<file path="src/rtl/core/brlc_pkg.sv">
// Shared types and constants for the button relay latch controller.
`default_nettype none

package brlc_pkg;

    // Mask width fixed by the button and relay fields
    localparam int MASK_W       = 6;
    // Two mode bits per channel
    localparam int MODE_BITS    = 2;
    localparam int MODE_W       = MASK_W * MODE_BITS;
    localparam int DEF_CHANNELS = 6;

    // Mode bit positions inside one channel's mode pair
    localparam int MODE_RADIO     = 0;
    localparam int MODE_MOMENTARY = 1;

    typedef logic [MASK_W-1:0]    mask_t;
    typedef logic [MODE_W-1:0]    modes_t;
    typedef logic [MODE_BITS-1:0] mode_t;

    // Per-channel findings handed from a lane to the merge stage
    typedef struct packed {
        logic newp;    // new press on this channel
        logic act;     // radio activation: clears the other radio relays
        logic op_vld;  // channel acts on its own relay
        logic op_val;  // value it writes when it does
    } lane_t;

endpackage

`default_nettype wire

</file>
<file path="src/rtl/core/brlc_ifs.sv">
// Handshake channel interfaces: poll input, result output and mode write port.
`default_nettype none

interface brlc_poll_if;
    import brlc_pkg::*;
    logic  valid;
    logic  ready;
    mask_t buttons_pressed;
    logic  shift_pressed;
    modport source (output valid, output buttons_pressed, output shift_pressed, input ready);
    modport sink   (input valid, input buttons_pressed, input shift_pressed, output ready);
endinterface

interface brlc_result_if;
    import brlc_pkg::*;
    logic  valid;
    logic  ready;
    mask_t relay_mask;
    logic  new_press;
    modport source (output valid, output relay_mask, output new_press, input ready);
    modport sink   (input valid, input relay_mask, input new_press, output ready);
endinterface

interface brlc_cfg_if;
    import brlc_pkg::*;
    logic   valid;
    logic   ready;
    modes_t channel_modes;
    modport source (output valid, output channel_modes, input ready);
    modport sink   (input valid, input channel_modes, output ready);
endinterface

`default_nettype wire

</file>
<file path="src/rtl/core/brlc_lane.sv">
// One channel lane: classifies the channel's button event for this poll.
`default_nettype none

module brlc_lane (
    input  wire logic           pressed,
    input  wire logic           held,
    input  wire logic           start,
    input  wire logic           shift,
    input  wire brlc_pkg::mode_t mode,
    output brlc_pkg::lane_t     lane,
    output logic                held_next
);
    import brlc_pkg::*;

    logic newp;

    // Detect a press edge against the held mask
    assign newp = pressed & ~held;

    // New press: toggle off when on at the start of the poll, else turn on; momentary release turns off
    always_comb
    begin
        lane.newp   = newp;
        lane.op_val = newp & ~start;
        lane.op_vld = newp | (~pressed & mode[MODE_MOMENTARY]);
        lane.act    = newp & ~start & ~shift & mode[MODE_RADIO];
    end

    // Hold while pressed, drop on release
    assign held_next = pressed;

endmodule

`default_nettype wire

</file>
<file path="src/rtl/core/brlc_merge.sv">
// Merge stage: resolves radio clears across lanes in channel order.
`default_nettype none

module brlc_merge #(
    parameter int LANES = brlc_pkg::DEF_CHANNELS
) (
    input  wire brlc_pkg::lane_t  lanes [LANES],
    input  wire logic [LANES-1:0] radio,
    input  wire logic [LANES-1:0] start,
    output logic [LANES-1:0]      relay,
    output logic                  any_new
);
    import brlc_pkg::*;

    logic [LANES-1:0] act_after;
    logic [LANES-1:0] act_before;

    // Gather radio activations from lanes above and below each channel
    always_comb
    begin
        act_after  = '0;
        act_before = '0;
        for (int j = 0; j < LANES; j++)
        begin
            for (int c = 0; c < LANES; c++)
            begin
                if (c > j)
                    act_after[j]  = act_after[j]  | lanes[c].act;
                if (c < j)
                    act_before[j] = act_before[j] | lanes[c].act;
            end
        end
    end

    // Last writer wins: later radio clear, own action, earlier radio clear, hold
    always_comb
    begin
        any_new = 1'b0;
        for (int j = 0; j < LANES; j++)
        begin
            any_new = any_new | lanes[j].newp;
            if (radio[j] && act_after[j])
                relay[j] = 1'b0;
            else if (lanes[j].op_vld)
                relay[j] = lanes[j].op_val;
            else if (radio[j] && act_before[j])
                relay[j] = 1'b0;
            else
                relay[j] = start[j];
        end
    end

endmodule

`default_nettype wire

</file>
<file path="src/rtl/core/button_relay_latch_controller.sv">
// Top level of the button relay latch controller.
//
// Usage:
//   poll   : one transaction per button poll (buttons_pressed, shift_pressed).
//   result : one transaction per poll (relay_mask after the poll, new_press).
//   cfg    : writes channel_modes, two bits per channel (radio, momentary);
//            always ready, write only while no poll is in flight.
// Each channel below CHANNELS has its own lane; a merge stage resolves radio exclusion
// across lanes in ascending channel order, all combinationally.
// Latency: the result is valid on the cycle after the poll is accepted.
// Throughput: one poll per cycle while the result side takes every result.
// The relay and held masks plus one result register set that figure.
// Stall: a result waiting with result.ready low holds, and poll.ready
// drops until it is taken; poll.ready rises again in the cycle it leaves.
// Reset: all relays off, no buttons held, every channel plain toggle,
// no result pending.
// Channels at or above CHANNELS (or above six) never change.
`default_nettype none

module button_relay_latch_controller #(
    parameter int CHANNELS = brlc_pkg::DEF_CHANNELS
) (
    input  wire logic      clk,
    input  wire logic      rst_n,
    brlc_poll_if.sink      poll,
    brlc_result_if.source  result,
    brlc_cfg_if.sink       cfg
);
    import brlc_pkg::*;

    localparam int LIVE = (CHANNELS > MASK_W) ? MASK_W : CHANNELS;

    mask_t  relay_reg;
    mask_t  relay_next;
    mask_t  held_reg;
    mask_t  held_next;
    modes_t modes_reg;
    logic   valid_reg;
    logic   new_press_reg;
    logic   poll_fire;
    logic   any_new;

    lane_t            lanes     [LIVE];
    logic [LIVE-1:0]  lane_held;
    logic [LIVE-1:0]  lane_radio;
    logic [LIVE-1:0]  merged;

    // Accept a poll whenever the result register is free or being emptied
    assign poll.ready = !valid_reg || result.ready;
    assign poll_fire  = poll.valid && poll.ready;
    assign cfg.ready  = 1'b1;

    // Per-channel lanes
    for (genvar i = 0; i < LIVE; i++)
    begin : g_lane
        brlc_lane u_lane (
            .pressed   (poll.buttons_pressed[i]),
            .held      (held_reg[i]),
            .start     (relay_reg[i]),
            .shift     (poll.shift_pressed),
            .mode      (modes_reg[MODE_BITS*i +: MODE_BITS]),
            .lane      (lanes[i]),
            .held_next (lane_held[i])
        );
        assign lane_radio[i] = modes_reg[MODE_BITS*i + MODE_RADIO];
    end

    brlc_merge #(
        .LANES (LIVE)
    ) u_merge (
        .lanes   (lanes),
        .radio   (lane_radio),
        .start   (relay_reg[LIVE-1:0]),
        .relay   (merged),
        .any_new (any_new)
    );

    // Assemble next masks; channels without a lane keep their state
    for (genvar i = 0; i < MASK_W; i++)
    begin : g_next
        if (i < LIVE)
        begin : g_live
            assign relay_next[i] = merged[i];
            assign held_next[i]  = lane_held[i];
        end
        else
        begin : g_idle
            assign relay_next[i] = relay_reg[i];
            assign held_next[i]  = held_reg[i];
        end
    end

    // Advance channel state on each accepted poll
    always_ff @(posedge clk or negedge rst_n)
    begin
        if (!rst_n)
        begin
            relay_reg     <= '0;
            held_reg      <= '0;
            new_press_reg <= 1'b0;
        end
        else if (poll_fire)
        begin
            relay_reg     <= relay_next;
            held_reg      <= held_next;
            new_press_reg <= any_new;
        end
    end

    // Hold a result until the sink takes it
    always_ff @(posedge clk or negedge rst_n)
    begin
        if (!rst_n)
            valid_reg <= 1'b0;
        else if (poll_fire)
            valid_reg <= 1'b1;
        else if (result.ready)
            valid_reg <= 1'b0;
    end

    // Latch channel modes
    always_ff @(posedge clk or negedge rst_n)
    begin
        if (!rst_n)
            modes_reg <= '0;
        else if (cfg.valid)
            modes_reg <= cfg.channel_modes;
    end

    assign result.valid      = valid_reg;
    assign result.relay_mask = relay_reg;
    assign result.new_press  = new_press_reg;

endmodule

`default_nettype wire

</file>
<file path="src/flat_wrapper.sv">
// flat-port wrapper written by rule: the top's interface ports become plain ports
module button_relay_latch_controller_flat import brlc_pkg::*;
#(
    parameter int CHANNELS = brlc_pkg::DEF_CHANNELS
)
  (clk, rst_n, poll_valid, poll_buttons_pressed, poll_shift_pressed, poll_ready, result_valid, result_relay_mask, result_new_press, result_ready, cfg_valid, cfg_channel_modes, cfg_ready);
  brlc_poll_if poll_i ();
  brlc_result_if result_i ();
  brlc_cfg_if cfg_i ();
  input  wire logic clk;
  input  wire logic rst_n;
  input wire logic [$bits(poll_i.valid)-1:0] poll_valid;
  input wire logic [$bits(poll_i.buttons_pressed)-1:0] poll_buttons_pressed;
  input wire logic [$bits(poll_i.shift_pressed)-1:0] poll_shift_pressed;
  output wire logic [$bits(poll_i.ready)-1:0] poll_ready;
  output wire logic [$bits(result_i.valid)-1:0] result_valid;
  output wire logic [$bits(result_i.relay_mask)-1:0] result_relay_mask;
  output wire logic [$bits(result_i.new_press)-1:0] result_new_press;
  input wire logic [$bits(result_i.ready)-1:0] result_ready;
  input wire logic [$bits(cfg_i.valid)-1:0] cfg_valid;
  input wire logic [$bits(cfg_i.channel_modes)-1:0] cfg_channel_modes;
  output wire logic [$bits(cfg_i.ready)-1:0] cfg_ready;
  assign poll_i.valid = poll_valid;
  assign poll_i.buttons_pressed = poll_buttons_pressed;
  assign poll_i.shift_pressed = poll_shift_pressed;
  assign poll_ready = poll_i.ready;
  assign result_valid = result_i.valid;
  assign result_relay_mask = result_i.relay_mask;
  assign result_new_press = result_i.new_press;
  assign result_i.ready = result_ready;
  assign cfg_i.valid = cfg_valid;
  assign cfg_i.channel_modes = cfg_channel_modes;
  assign cfg_ready = cfg_i.ready;
  button_relay_latch_controller #(.CHANNELS(CHANNELS)) u_core (.clk(clk), .rst_n(rst_n), .poll(poll_i), .result(result_i), .cfg(cfg_i));
endmodule
</file>
<file path="config.mk">
export PLATFORM = sky130hd
export DESIGN_NAME = button_relay_latch_controller_flat
export DESIGN_NICKNAME = d
export VERILOG_FILES = /design/src/rtl/core/brlc_pkg.sv /design/src/rtl/core/brlc_ifs.sv /design/src/rtl/core/brlc_lane.sv /design/src/rtl/core/brlc_merge.sv /design/src/rtl/core/button_relay_latch_controller.sv /design/src/flat_wrapper.sv
export SDC_FILE = /design/constraint.sdc
export NUM_CORES = 1
export LEC_CHECK = 0
export CORE_MARGIN = 4
export CORE_UTILIZATION = 50
export CTS_BUF_LIST = sky130_fd_sc_hd__clkbuf_2 sky130_fd_sc_hd__clkbuf_4 sky130_fd_sc_hd__clkbuf_8
export DETAILED_ROUTE_END_ITERATION = 10
export DONT_BUFFER_PORTS = 1
export GPL_ROUTABILITY_DRIVEN = 0
export PLACE_DENSITY = 0.69
export SKIP_CTS_REPAIR_TIMING = 1
export SLEW_MARGIN = 10
export SYNTH_ARGS = -nofsm -noshare
export SYNTH_HDL_FRONTEND = slang
export SYNTH_HIERARCHICAL = 1
export SYNTH_SLANG_ARGS = --single-unit
</file>
<file path="constraint.sdc">
create_clock -name clk -period 1.9 [get_ports clk]
set_input_delay 0 -clock clk [delete_from_list [all_inputs] [get_ports clk]]
set_output_delay 0 -clock clk [all_outputs]
set_load 0.02 [all_outputs]
</file>
Yosys cells after proc, flatten, opt, wreduce, memory -nomap -nowiden
Cells that the tools add are included.
{"block": "totals", "register_bits": 26, "input_bits": 24, "word_cells": 128}
{"block": "op_classes", "n_bitwise": 74, "n_mux": 18, "reduce_logical": 26}
{"op": "$and 1x1->1", "n": 30}
{"op": "$or 1x1->1", "n": 25}
{"op": "$not 1->1", "n": 19}
{"op": "$mux 1", "n": 18}
{"op": "$reduce_and 2->1", "n": 6}
{"op": "$reduce_bool 3->1", "n": 4}
{"op": "$logic_and 1x1->1", "n": 11}
{"op": "$reduce_bool 2->1", "n": 3}
{"op": "$logic_not 1->1", "n": 1}
{"op": "$logic_or 1x1->1", "n": 1}

Logic depth before layout (Yosys ltp)
{"block": "depth", "depth_word": 12, "depth_mapped": 6}

Hierarchy
Netlist, hierarchy kept.
{"module": "button_relay_latch_controller", "n_inst": 1, "area_each_um2": 1038.5, "cells_per_inst": 58}
{"module": "brlc_lane", "n_inst": 6, "area_each_um2": 68.8, "cells_per_inst": 8}
{"module": "brlc_merge", "n_inst": 1, "area_each_um2": 183.9, "cells_per_inst": 28}

Worst setup path before layout
Ideal clock, no wire load.
{"block": "synth_timing", "path_type": "register -> register", "startpoint": "reg u_core.relay_reg[0] (netlist: u_core/result.relay_mask[0])", "endpoint": "reg u_core.relay_reg[3] (netlist: u_core/result.relay_mask[3])", "synth_period_minus_slack_ns": 1.617, "setup_time_ns": 0.066, "t_arrival_ns": 1.551, "stages_incl_launch_ff": 6, "path_buffers": 0, "slack_ns": 0.283, "path_cell_list": "dfrtp_1 nor4b_4 or3_1 a211o_1 a21oi_2 mux2_2"}
{"item": "start: declaration", "line": "button_relay_latch_controller.sv:33", "rtl": "mask_t relay_reg;"}
{"item": "start signal: assignment", "line": "button_relay_latch_controller.sv:104", "rtl": "relay_reg <= relay_next;"}

==> summary.md <==
| Metric | Value |
|---|---|
| # clock sinks | `26` |
| CTS max path bufs | `2` |
| Fin crit period | `between 1.5 and 2 ns` |
| Clk_lat worst skew | `0.32 ns` |
| Initial drt markers | `35` |
| Final period utilization | `0.884` |
| Most frequent cells in the layout | `32 x dlygate4sd3_1, 26 x dfrtp_1, 15 x mux2_2, 14 x inv_1, 10 x mux2_4` |
| Met2 wire length | `1.58 mm` |
| CTS buffer count | `3` |
| Distinct cell type count after synthesis | `28` |
| Critical path arrival | `1.90 ns` |
| DR vias/cell | `5.16` |
| Final Hold Fails | `0` |
| Global-route wire length before repair | `4.71 mm` |
| CP Max Fanout | `4` |
| Core ar. | `3100 sq um` |
| Ys Warns | `6` |
| Final WL | `3.13 mm` |
| Peak VDD IR | `0.460 mV` |
| Post-Syn Nets | `158` |
| Antenna Cells | `0` |
| Max-Cap Viols | `0` |
| Hold Path Class | `in2reg` |
| Final TNS setup | `0 ns` |
| Share of layout cells above drive strength 1 | `0.306` |
| Overflow after GRT | `0` |
| Global Route Usage Sum | `0.146` |
| Starting Density | `0.527` |
| Total Power | `approximately 1500 uW` |
| Worst clock skew | `approximately 0.0075 ns` |
| Leading cell types by total area after synthesis | `dfrtp_1 40%, mux2_2 10%, mux2_4 9.2%` |
| Die X | `65.2 um` |
| Largest net degree at the start of global routing | `27` |
| CTS tree | `done` |
| DP Area | `between 1500 and 2000 sq um` |
| DPL Wire Length | `2.13 mm` |
| Clock slew at reported path FFs | `between 0.1 and 0.15 ns` |
| Hold Worst Slack | `0.0378 ns` |
| Post-synthesis sequential area ratio | `0.398` |
| Leak | `0.000941 uW` |
| RSZ-0062 raised after global routing | `false` |
| Cell taking the most area after synthesis | `dfrtp_1` |
| Status | `complete, no violations` |
| Worst Setup SP | `u_core/held_reg[0]$_DFFE_PN0P_` |
| Initial DRT Pass Iterations | `4` |
| Num ports | `34` |
| Area of the mapped netlist | `1640 sq um` |
| Port bufs | `0` |
| Fmax | `596 MHz` |
| Design Area, Final | `around 2000 sq um` |
| Die ar. | `around 4200 sq um` |
| CP Launch Type | `register` |
| Avg WL per Cell | `15.3 um` |
| Post-DRT Antenna Nets | `0` |
| CTS root buf | `clkbuf_4` |
| Row count | `20` |
| Commonest non-fill, non-tap cell in the layout | `dlygate4sd3_1` |
| Kind of critical path | `reg2reg` |
| # setup viols final | `0` |
| Cell count after synthesis | `134` |
| Metal-1 WL | `1.30 mm` |
| Vias | `1053` |
| Synthesized flop and latch total | `26` |
| Nets | `186` |
| Min-delay src | `poll_buttons_pressed[1]` |
| DRC Markers | `0` |
| Max reg flops | `12` |
| Post-synth top area share | `0.398` |
| FF-to-FF Start | `u_core/held_reg[0]$_DFFE_PN0P_` |
| WP data required | `2.13 ns` |
| Initial antenna violation count | `0` |
| Vias in the first global route | `983` |
| P per Cell Area | `roughly 780 nW/um^2` |
| Die Span Y | `~65 um` |
| Top Metal Used | `met4` |
| Met3 WL | `192 um` |
| Post-Syn Area per Cell | `12.2 sq um` |
| H-tree depth | `1` |
| Crit. End Element | `register` |
| Area Overhead vs Synth | `20.4%` |
| Final slew viol count | `0` |
power by group:
part	internal [uW]	switching (uW)	total (uW)
Combinational	324	239	563
Sequential	644	102	747
Clock	74.4	158	232
Total	1040	499	1540
cell usage after synthesis:
library cell / n
dfrtp_1: 26
mux2_2: 15
inv_1: 14
buf_4: 13
mux2_4: 10
o21ai_0: 8
nand2b_4: 7
nor2_1: 7
nor4b_4: 6
a21oi_1: 4
mux2i_1: 4
nor4_1: 3
nand2_1: 2
a211o_1: 1
a21oi_2: 1
a22o_1: 1
buf_12: 1
buf_2: 1
conb_1: 1
nand2_4: 1
nand2b_1: 1
nand3b_1: 1
nor2b_1: 1
o21bai_1: 1
o31a_1: 1
o31ai_1: 1
or2b_1: 1
or3_1: 1
stage by stage:
stage          setup WS (ns)  instances   util
6_report               0.221        204  0.634
5_1_grt                0.122        204  0.634
4_1_cts                0.234        171  0.525
3_5_place_dp           0.255        168  0.517
3_3_place_gp           0.324        168  0.517
2_1_floorplan          0.283        134      -
worst max-delay path, stage by stage, from the launching register on:
cell	delay [ns]
dfrtp_1	0.42
nand2b_4	0.17
nor4b_4	0.28
or3_1	0.19
o31ai_1	0.08
a22o_1	0.19
mux2_4	0.26
layout make-up:
| class | count | area, sq um |
|---|---|---|
| tap | 44 | 55.1 |
| timing repair buffer | 38 | 378 |
| multi-input combinational | 79 | 810 |
| fill | 263 | 1130 |
| inverter | 14 | 52.6 |
| clock buffer | 3 | 22.5 |
| sequential | 26 | 651 |
routing by layer:
metal  vias to the layer above  GRT usage
met5                         -          0
met4                         0     0.0699
met3                         4     0.0410
met2                        26      0.244
met1                       520      0.173
li1                        503          -
final timing paths:
path                       depth (start not counted)                                      end  slack, ns
hold reg to reg                                    1           u_core/held_reg[4]$_DFFE_PN0P_       0.53
max in group asynchronous                          2          u_core/modes_reg[8]$_DFFE_PN0P_       1.66
setup / recovery                                   6  u_core/result.relay_mask[5]$_DFFE_PN0P_       0.22
hold / removal                                     5      u_core/result.new_press$_DFFE_PN0P_       0.04
setup reg to reg                                   6  u_core/result.relay_mask[5]$_DFFE_PN0P_       0.22
min in group asynchronous                          2           u_core/held_reg[0]$_DFFE_PN0P_       0.08
cell families (layout without fill, tap and decap cells):
| family | after synthesis | after routing | share of synthesized area |
|---|---|---|---|
| DFF | 26 | 26 | 0.398 |
| muxes | 29 | 29 | 0.220 |
| and+or+nand+nor | 31 | 31 | 0.206 |
| AOI/OAI and AO/OA | 18 | 18 | 0.0673 |
| other | 1 | 1 | 0.00229 |
| buffers and inverters | 29 | 55 | 0.107 |
(Power assumes the default switching activity.)
